[src/hw/rtl/extended_gcd_bezout_assert.svh]
// Assertion macros used by the top-level RTL of the extended GCD block.
// Each macro takes a label, an antecedent, a consequent and a message.
// They sample on clk and are disabled while rst_n is low.
`ifndef EXTENDED_GCD_BEZOUT_ASSERT_SVH
`define EXTENDED_GCD_BEZOUT_ASSERT_SVH

`ifndef SYNTH
`define EGCD_ASSERT_SAME(label, ante, cons, msg) \
  label: assert property (@(posedge clk) disable iff (!rst_n) (ante) |-> (cons)) \
    else $error(msg);
`define EGCD_ASSERT_NEXT(label, ante, cons, msg) \
  label: assert property (@(posedge clk) disable iff (!rst_n) (ante) |=> (cons)) \
    else $error(msg);
`else
`define EGCD_ASSERT_SAME(label, ante, cons, msg)
`define EGCD_ASSERT_NEXT(label, ante, cons, msg)
`endif

`endif

[src/hw/rtl/egcd_pkg.sv]
`default_nettype none

package egcd_pkg;

  // Result field widths
  localparam int unsigned DW = 31;
  localparam int unsigned CW = 32;

  typedef enum logic [2:0] {
    ST_IDLE,
    ST_UP,
    ST_DOWN,
    ST_MUL_M,
    ST_MUL_N,
    ST_UPDATE
  } egcd_state_t;

  // Commands to the shift-subtract divider
  typedef struct packed {
    logic load;
    logic up;
    logic down;
  } div_ctrl_t;

  // Divider status back to the sequencer
  typedef struct packed {
    logic grow;
    logic last;
    logic rem_zero;
  } div_stat_t;

endpackage

`default_nettype wire

[src/hw/rtl/egcd_div.sv]
`default_nettype none

module egcd_div #(
  parameter int unsigned WIDTH = 31
) (
  input  wire logic                clk,
  input  wire egcd_pkg::div_ctrl_t ctrl,
  input  wire logic [WIDTH-1:0]    dividend,
  input  wire logic [WIDTH-1:0]    divisor,
  output egcd_pkg::div_stat_t      stat,
  output logic      [WIDTH-1:0]    quot,
  output logic      [WIDTH-1:0]    rem
);
  import egcd_pkg::*;

  localparam int unsigned KW = $clog2(WIDTH);

  logic [WIDTH-1:0] r_r, r_nxt;
  logic [WIDTH-1:0] d_r, d_nxt;
  logic [WIDTH-1:0] q_r, q_nxt;
  logic [KW-1:0]    k_r, k_nxt;
  logic             ge;
  logic [WIDTH-1:0] rem_after;

  assign ge        = d_r <= r_r;
  assign rem_after = ge ? (r_r - d_r) : r_r;

  always_comb begin
    stat.grow     = {d_r, 1'b0} <= {1'b0, r_r};
    stat.last     = k_r == '0;
    stat.rem_zero = rem_after == '0;
  end

  always_comb begin
    r_nxt = r_r;
    d_nxt = d_r;
    q_nxt = q_r;
    k_nxt = k_r;
    if (ctrl.load) begin
      r_nxt = dividend;
      d_nxt = divisor;
      q_nxt = '0;
      k_nxt = '0;
    end else if (ctrl.up) begin
      // align divisor under the dividend's top bit
      d_nxt = {d_r[WIDTH-2:0], 1'b0};
      k_nxt = k_r + KW'(1);
    end else if (ctrl.down) begin
      r_nxt = rem_after;
      q_nxt = {q_r[WIDTH-2:0], ge};
      if (k_r != '0) begin
        d_nxt = d_r >> 1;
        k_nxt = k_r - KW'(1);
      end
    end
  end

  always_ff @(posedge clk) begin
    r_r <= r_nxt;
    d_r <= d_nxt;
    q_r <= q_nxt;
    k_r <= k_nxt;
  end

  assign quot = q_r;
  assign rem  = r_r;

endmodule

`default_nettype wire

[src/hw/rtl/extended_gcd_bezout.sv]
`default_nettype none

// Extended Euclid: takes two positive operands on a start pulse and, once
// done, strobes out_valid for exactly one cycle with the gcd and the
// Bezout pair (coeff_larger, coeff_smaller) such that
// gcd = coeff_larger*larger + coeff_smaller*smaller, with the coefficients in
// 32-bit two's complement. On equal operands operand_b counts as the larger.
// The receiver cannot stall: capture the result beat in the strobe cycle,
// since it is not held for you. busy stays high from the accepting edge until
// the strobe; start is ignored while busy. The work is done by one restoring
// shift-subtract divider and one 32x32 multiplier, reused for every Euclid
// step: the divider shifts the divisor up under the dividend, then back down,
// taking one quotient bit at each position, and ST_MUL_M, ST_MUL_N and
// ST_UPDATE then update the coefficients (the last step skips the update).
// Consecutive Fibonacci operands give the longest Euclid chains; a zero smaller
// operand returns in the cycle after acceptance, without raising busy.
module extended_gcd_bezout #(
  parameter int unsigned OPERAND_BITS = 31
) (
  input  wire logic                           clk,
  input  wire logic                           rst_n,
  input  wire logic                           start,
  output logic                                busy,
  input  wire logic [OPERAND_BITS-1:0]        in_operand_a,
  input  wire logic [OPERAND_BITS-1:0]        in_operand_b,
  output logic                                out_valid,
  output logic        [egcd_pkg::DW-1:0]      out_divisor,
  output logic signed [egcd_pkg::CW-1:0]      out_coeff_larger,
  output logic signed [egcd_pkg::CW-1:0]      out_coeff_smaller,
  output logic                                out_a_is_larger
);
  import egcd_pkg::*;

  `include "extended_gcd_bezout_assert.svh"

  localparam int unsigned W = OPERAND_BITS;

  egcd_state_t state_r, state_nxt;

  // Euclid working set: rc is the current divisor, mp/np and mc/nc the
  // coefficients of the previous and current remainder
  logic [W-1:0]  rc_r, rc_nxt;
  logic [CW-1:0] mp_r, mp_nxt;
  logic [CW-1:0] np_r, np_nxt;
  logic [CW-1:0] mc_r, mc_nxt;
  logic [CW-1:0] nc_r, nc_nxt;
  logic [CW-1:0] mn_r, mn_nxt;
  logic [CW-1:0] prod_r, prod_nxt;

  logic          valid_r, valid_nxt;
  logic [DW-1:0] div_out_r, div_out_nxt;
  logic [CW-1:0] m_out_r, m_out_nxt;
  logic [CW-1:0] n_out_r, n_out_nxt;
  logic          a_big_r, a_big_nxt;

  logic          a_big;
  logic [W-1:0]  larger;
  logic [W-1:0]  smaller;

  div_ctrl_t     div_ctrl;
  div_stat_t     div_stat;
  logic [W-1:0]  div_dividend;
  logic [W-1:0]  div_divisor;
  logic [W-1:0]  div_quot;
  logic [W-1:0]  div_rem;

  logic [CW-1:0] mul_a;
  logic [CW-1:0] mul_b;
  logic [CW-1:0] mul_full;

  // Order the operands; a tie leaves operand_b as the larger
  assign a_big   = in_operand_a > in_operand_b;
  assign larger  = a_big ? in_operand_a : in_operand_b;
  assign smaller = a_big ? in_operand_b : in_operand_a;

  // Shared multiplier: quotient times mc, then quotient times nc. Keep the
  // low half only, since the coefficients wrap at 32 bits.
  assign mul_a    = CW'(div_quot);
  assign mul_b    = (state_r == ST_MUL_M) ? mc_r : nc_r;
  assign mul_full = mul_a * mul_b;

  egcd_div #(
    .WIDTH (W)
  ) u_div (
    .clk      (clk),
    .ctrl     (div_ctrl),
    .dividend (div_dividend),
    .divisor  (div_divisor),
    .stat     (div_stat),
    .quot     (div_quot),
    .rem      (div_rem)
  );

  // Next state
  always_comb begin
    state_nxt = state_r;
    case (state_r)
      ST_IDLE: begin
        if (start && (smaller != '0)) begin
          state_nxt = ST_UP;
        end
      end
      ST_UP: begin
        if (!div_stat.grow) begin
          state_nxt = ST_DOWN;
        end
      end
      ST_DOWN: begin
        if (div_stat.last) begin
          state_nxt = div_stat.rem_zero ? ST_IDLE : ST_MUL_M;
        end
      end
      ST_MUL_M:  state_nxt = ST_MUL_N;
      ST_MUL_N:  state_nxt = ST_UPDATE;
      ST_UPDATE: state_nxt = ST_UP;
      default:   state_nxt = ST_IDLE;
    endcase
  end

  // Sequencer outputs: divider commands and operand selection
  always_comb begin
    busy          = state_r != ST_IDLE;
    div_ctrl.load = ((state_r == ST_IDLE) && start && (smaller != '0)) ||
                    (state_r == ST_UPDATE);
    div_ctrl.up   = (state_r == ST_UP) && div_stat.grow;
    div_ctrl.down = state_r == ST_DOWN;
    div_dividend  = (state_r == ST_IDLE) ? larger : rc_r;
    div_divisor   = (state_r == ST_IDLE) ? smaller : div_rem;
  end

  // Datapath
  always_comb begin
    rc_nxt      = rc_r;
    mp_nxt      = mp_r;
    np_nxt      = np_r;
    mc_nxt      = mc_r;
    nc_nxt      = nc_r;
    mn_nxt      = mn_r;
    prod_nxt    = prod_r;
    valid_nxt   = 1'b0;
    div_out_nxt = div_out_r;
    m_out_nxt   = m_out_r;
    n_out_nxt   = n_out_r;
    a_big_nxt   = a_big_r;
    case (state_r)
      ST_IDLE: begin
        if (start) begin
          rc_nxt    = smaller;
          mp_nxt    = CW'(1);
          np_nxt    = '0;
          mc_nxt    = '0;
          nc_nxt    = CW'(1);
          a_big_nxt = a_big;
          // smaller operand zero: gcd is the larger one, trivially
          if (smaller == '0) begin
            valid_nxt   = 1'b1;
            div_out_nxt = DW'(larger);
            m_out_nxt   = CW'(1);
            n_out_nxt   = '0;
          end
        end
      end
      ST_DOWN: begin
        // remainder zero after this division: rc is the gcd
        if (div_stat.last && div_stat.rem_zero) begin
          valid_nxt   = 1'b1;
          div_out_nxt = DW'(rc_r);
          m_out_nxt   = mc_r;
          n_out_nxt   = nc_r;
        end
      end
      ST_MUL_M: begin
        prod_nxt = mul_full[CW-1:0];
      end
      ST_MUL_N: begin
        mn_nxt   = mp_r - prod_r;
        prod_nxt = mul_full[CW-1:0];
      end
      ST_UPDATE: begin
        // advance the remainder sequence by one step
        rc_nxt = div_rem;
        mp_nxt = mc_r;
        mc_nxt = mn_r;
        np_nxt = nc_r;
        nc_nxt = np_r - prod_r;
      end
      default: begin
      end
    endcase
  end

  always_ff @(posedge clk) begin
    if (!rst_n) begin
      state_r <= ST_IDLE;
      valid_r <= 1'b0;
    end else begin
      state_r <= state_nxt;
      valid_r <= valid_nxt;
    end
  end

  always_ff @(posedge clk) begin
    rc_r      <= rc_nxt;
    mp_r      <= mp_nxt;
    np_r      <= np_nxt;
    mc_r      <= mc_nxt;
    nc_r      <= nc_nxt;
    mn_r      <= mn_nxt;
    prod_r    <= prod_nxt;
    div_out_r <= div_out_nxt;
    m_out_r   <= m_out_nxt;
    n_out_r   <= n_out_nxt;
    a_big_r   <= a_big_nxt;
  end

  assign out_valid         = valid_r;
  assign out_divisor       = div_out_r;
  assign out_coeff_larger  = m_out_r;
  assign out_coeff_smaller = n_out_r;
  assign out_a_is_larger   = a_big_r;

  `EGCD_ASSERT_SAME(a_strobe_idle, valid_r, !busy, "result strobed while still busy")
  `EGCD_ASSERT_NEXT(a_start_runs, (!busy && start && (smaller != '0)), (state_r == ST_UP),
                    "accepted item did not start a division")
  `EGCD_ASSERT_NEXT(a_mul_order, (state_r == ST_MUL_M), (state_r == ST_MUL_N),
                    "coefficient multiply sequence broken")
  `EGCD_ASSERT_SAME(a_update_rem, (state_r == ST_UPDATE), (div_rem != '0),
                    "update with zero remainder")

endmodule

`default_nettype wire

[config.mk]
export PLATFORM = sky130hd
export DESIGN_NAME = extended_gcd_bezout
export DESIGN_NICKNAME = d
export VERILOG_FILES = /design/src/hw/rtl/egcd_pkg.sv /design/src/hw/rtl/egcd_div.sv /design/src/hw/rtl/extended_gcd_bezout.sv
export VERILOG_INCLUDE_DIRS = /design/src /design/src/hw/rtl
export SDC_FILE = /design/constraint.sdc
export NUM_CORES = 2
export LEC_CHECK = 0
export BUFFER_PORTS_ARGS = -buffer_cell sky130_fd_sc_hd__buf_2
export CORE_MARGIN = 5
export CORE_UTILIZATION = 60
export DETAILED_ROUTE_END_ITERATION = 7
export PLACE_DENSITY = 0.78
export SETUP_SLACK_MARGIN = 0.3
export SLEW_MARGIN = 30
export SYNTH_ARGS = -nofsm -noshare
export SYNTH_HDL_FRONTEND = slang
export SYNTH_HIERARCHICAL = 1
export SYNTH_SLANG_ARGS = --single-unit
export TNS_END_PERCENT = 30
[constraint.sdc]
create_clock -name clk -period 14.9 [get_ports clk]
set_clock_uncertainty 0.2 [all_clocks]
set_input_delay 4.47 -clock clk [delete_from_list [all_inputs] [get_ports clk]]
set_output_delay 4.47 -clock clk [all_outputs]
set_load 0.01 [all_outputs]
Yosys cells after proc, flatten, opt, wreduce, memory -nomap -nowiden
Index checks and enable logic that the tools add are counted.
- bits of input ports: 65
- output and inout port bits: 98
- register bits after elaboration: 421
- word-level logic and storage cells: 113
- multiply operators: 1
- muxes and demuxes: 45
- add/subtract/negate cells: 5
- bitwise operators: 1
- magnitude comparators: 3
- eq/ne operators: 12
- reductions and logical operators: 29
- operator list (kind ; count):
    $mux 31 ; 16
    $pmux 32 s2 ; 6
    $mux 32 ; 9
    $pmux 31 s2 ; 2
    $sub 32x32->32 ; 2
    $logic_not 31->1 ; 2
    $le 32x31->1 ; 1
    $mul 31x32->32 ; 1
    $gt 31x31->1 ; 1
    $le 31x31->1 ; 1
    $reduce_bool 31->1 ; 1
    $sub 31x31->31 ; 1
    $pmux 3 s6 ; 1
    $mux 5 ; 3
    $reduce_and 2->1 ; 6
    $reduce_bool 2->1 ; 5
    $mux 3 ; 3
    $reduce_bool 3->1 ; 3
    $ne 2x1->1 const B ; 4
    $eq 3x2->1 const B ; 2
    $eq 3x3->1 const B ; 2
    $ne 2x2->1 const B ; 3
    $add 5x1->5 const B ; 1
    $logic_and 1x1->1 ; 5
    13 further kinds ; 15

Depth between registers and ports, before layout
- word-level depth: 7
- mapped depth: 31
- gate-level depth less buffers: 27

Hierarchy
Netlist, hierarchy kept.
- modules (own cells, without submodules) (module ; sequential area each (sq um) ; area an instance (sq um) ; cells an instance ; instances):
    extended_gcd_bezout ; 9659.3 ; 33040.4 ; 3318 ; 1
    egcd_div ; 2582.5 ; 7200.7 ; 786 ; 1

Worst setup path before layout
Ideal clock, no wire load.
- kind: register -> register
- start point: register u_div.r_r[0], in the netlist u_div/rem[0]
- end point: register m_out_r[0], in the netlist out_coeff_larger[0], enable pin
- setup time: 0.680 ns
- data required time: 14.020 ns
- slack: 3.285 ns
- path buffers: 0
- clock period less this slack: 11.615 ns
- cell stages (with the launch flop): 16
- arrival: 10.735 ns
- path through: edfxtp_1 inv_1 ha_1 fa_1 nand2b_1 a211oi_1 nor2b_1 o21ai_1 xor2_1 or4b_1 or4_1 or4_1 a2111oi_0 nor4bb_1 nand2_1 o21ai_0
- RTL lines (item ; line ; source):
    start, declared ; egcd_div.sv:18 ; logic [WIDTH-1:0] r_r, r_nxt;
    start signal, assigned ; egcd_div.sv:59 ; r_r <= r_nxt;
    end signal, assigned ; extended_gcd_bezout.sv:211 ; m_out_r <= m_out_nxt;
    end, declared ; extended_gcd_bezout.sv:52 ; logic [CW-1:0] m_out_r, m_out_nxt;

Final worst setup path
- start point: register state_r[0]
- end point: register prod_r[27], data pin
- cells in the longest elaborated chain, start to end: 3
- RTL lines (item ; line ; source):
    start, declared ; extended_gcd_bezout.sv:38 ; egcd_state_t state_r, state_nxt;
    start signal, assigned ; extended_gcd_bezout.sv:197 ; state_r <= state_nxt;
    $eq 3x2->1 ; extended_gcd_bezout.sv:79 ; assign mul_b = (state_r == ST_MUL_M) ? mc_r : nc_r;
    $mux 32 ; extended_gcd_bezout.sv:79 ;
    $mul 31x32->32 ; extended_gcd_bezout.sv:80 ; assign mul_full = mul_a * mul_b;
    via mul_full[27] ; extended_gcd_bezout.sv:69 ; logic [CW-1:0] mul_full;
    end signal, assigned ; extended_gcd_bezout.sv:209 ; prod_r <= prod_nxt;
    end, declared ; extended_gcd_bezout.sv:48 ; logic [CW-1:0] prod_r, prod_nxt;
The timed path passes the listed nets, and every way through them passes these cells.
A chain may end at the register's enable or synchronous reset.

==> run summary <==
Switching share of power - 0.452
Number of global-route vias before repair - 30.5k
Routability Congestion - 0.972
Clock power frac - 0.185
Max-slew violations - 0
Grt ovf - 0
Net Count, Synth - 4860
Die area - 72300 µm²
Fillers - 5338
Synthesized area - 40200 µm²
CTS buffer count - 46
Fraction of layout instances using a drive strength above 1 - 0.0867
Cell mode on critical path - fa_1
Dpl hpwl - 83300 µm
Placed inst area - 41700 µm²
FF-to-FF Start - state_r[0]
Area leader, netlist - edfxtp_1
Sequential share of power - 0.302
CP max stage delay - 860 ps
Vias per cell - 6.03
Combinational share of power - 0.513
Dpl cells - 4984
PortBufs - 162
RSZ-0062 raised after global routing - no
Top FF cell, synth - edfxtp_1
Power per cell area - 152 nW/µm²
Worst Path Buf+Inv - 3
DRT Wirelength - 110000 µm
# DRC - 0
FMAX - 0.109 GHz
CP Capture Type - register
Initial Util - 0.602
Area growth from synthesis to layout - 7.75%
Top cell type's share of synthesized area - 0.284
Largest net degree at the start of global routing - 96
Cells after Synth - 4104
Net switching power - 0.00297 W
Post-Layout Cell Count - 5073
Cell family with most CP delay - adder cells
Crit path launch - state_r[0]
Sink Count - 421
FFs w/ async S/R, synth - 0
Hold_buf cts - 0
First-pass GRT wire length - 172000 µm
Yosys reg bits - 421
Post-CTS setup buffer count - 0
Worst Setup Path Type - reg -> reg
Setup TNS - 0 ps
Area of the core - 66800 µm²
Clk pin slew, worst setup/hold paths - 70 ps
Commonest cells after routing, fill and taps aside - inv_1, fa_1, nand2_1
Final ANT Viol Nets - 0
Worst Path Required - 15020 ps
Die Y - 269 µm
Cell internal pwr - 0.00360 W
Crit path DAT - 9260 ps
Critical-path maximum fanout - 34
Rel. slew slack - 0.347
Post-CTS sizing - 0
Most common cell after layout, fill and taps aside - inv_1
Startpoint Class - register
Layout Nets - 4915
CTS tree - done
CP Cell Sequence - nand3b_4 > mux2_2 > nand2_1 > fa_1 > inv_1 > fa_1 > fa_1 > inv_1 > fa_1 > inv_1 > fa_1 > ha_1 > fa_1 > fa_1 > ha_1 > a211o_1 > a21oi_1 > o21ai_0 > a211oi_1 > a22oi_1 > a21o_1 > a31oi_1 > o21bai_1 > xor2_1
Peak supply drop - 0.000115 V
Post-Layout Inst Area - 43400 µm²
Via count - 30.6k
CTS Root Cell - clkbuf_16
Die X - 269 µm
Total of max-cap violations - 0
Final setup viols - 0
Number of synthesized flops with an enable pin - 381
Row cnt - 95
WL/cell - 21.8 µm
Sequential-to-total area share from yosys stat - 0.304
Hold Fails Final Rpt - 0
Ports - 163
Leak Pwr - 19.8 nW
Mean Syn Cell Area - 9.81 µm²
Clk_lat worst skew - 610 ps
Synth unique cells - 92
Tcrit/Tclk final - 0.613
Fin crit period - 9140 ps
Detailed Routing Iterations Pass 1 - 6
Hold Crit Start - mn_r[0]
DRT iter0 DRCs - 3200
Syn. warnings - 6
Maximum clock insertion buffer count - 3
Top cells by area, synth - edfxtp_1, fa_1, ha_1
Measured slew at the worst slew-check pin - 976 ps
Initial antenna violation count - 6
Worst Hold Class - reg -> reg
Status - completed
Pwr Total - 0.00657 W
H-tree depth reported by CTS - 2
Max stage delay cell, worst path - mux2_2
Gr usage total - 0.304
logic make-up after synthesis:
| kind of cell | share of synthesized area |
|---|---|
| buffers and inverters | 0.0699 |
| multiplexers | 0.0337 |
| flip-flops | 0.304 |
| AND/OR/NAND/NOR | 0.167 |
| XOR/XNOR | 0.0330 |
| adder cells (fa/ha/maj) | 0.292 |
| AO/OA/AOI/OAI | 0.101 |
stage by stage:
stage | utilization | hold slack, ps | setup slack [ps]
global placement | 0.625 | 299 | 6080
detailed placement | 0.625 | 296 | 5880
floorplan | - | 263 | 3280
global route | 0.649 | 334 | 5460
CTS | 0.649 | 317 | 5820
finish | 0.649 | 314 | 5760
power groups by stage:
| stage | Sequential [W] | Clock (W) | Combinational (W) |
|---|---|---|---|
| finish | 0.00199 | 0.00121 | 0.00337 |
| global route | 0.00201 | 0.00128 | 0.00366 |
| CTS | 0.00198 | 0.00123 | 0.00329 |
| detailed placement | 0.00200 | 0 | 0.00327 |
| global placement | 0.00199 | 0 | 0.00321 |
| floorplan | 0.00190 | 0 | 0.00240 |
state kept, by name, summed over array words and instances, names as in the netlist:
signal / cells
np_r: 32
u_div/d_r: 31
rc_r: 31
u_div/k_r: 5
mn_r: 32
nc_r: 32
out_valid: 1
u_div/quot: 31
out_a_is_larger: 1
out_coeff_larger: 32
prod_r: 32
out_divisor: 31
mp_r: 32
state_r: 3
out_coeff_smaller: 32
mc_r: 32
u_div/rem: 31
metal layers:
layer | GRT usage | part of all wire | up-vias
met5 | 0 | 0.00012 | -
met4 | 0.117 | 0.045 | 2
met3 | 0.0462 | 0.086 | 279
met2 | 0.497 | 0.47 | 1465
met1 | 0.416 | 0.40 | 15100
li1 | - | - | 13800
cells in the mapped netlist (all sizes together) (4+ instances only):
library cell / instances
o31ai: 5
a21oi: 272
a31oi: 19
o21a: 28
o211ai: 10
a311oi: 6
nor2b: 23
and2: 357
xor2: 47
or4: 9
clkbuf: 166
nand3b: 7
nor3b: 7
o21bai: 12
dfxtp: 40
o311ai: 4
and4: 4
edfxtp: 381
nand3: 29
and3: 82
nand2: 412
a21o: 74
or3: 10
o31a: 5
a2111oi: 5
xnor2: 102
mux2: 42
nor4: 28
a211oi: 19
fa: 413
nand4: 35
nor3: 32
inv: 542
ha: 278
buf: 24
a21boi: 5
mux2i: 83
o21ai: 125
nand2b: 28
a22o: 32
nor2: 251
nor4b: 4
final timing paths:
check | endpoint | depth (start not counted) | slack [ps]
setup reg to reg | prod_r[27] | 24 | 5760
setup / recovery | prod_r[27] | 24 | 5760
hold reg to reg | mc_r[0] | 1 | 310
hold / removal | mc_r[0] | 1 | 310
final cells by class:
type                    count  area (µm²)  area share
inverters                 542        2030      0.0469
flip-flops and latches    421       12200       0.282
multi-input cells        2951       25300       0.583
clock buffers              50        1170      0.0269
well taps                 873        1090      0.0252
repair buffers            197        1080      0.0249
clock inverters            36         442      0.0102
diodes                      3        7.51    0.000173
No activity file was read; power rests on OpenSTA's default activity.
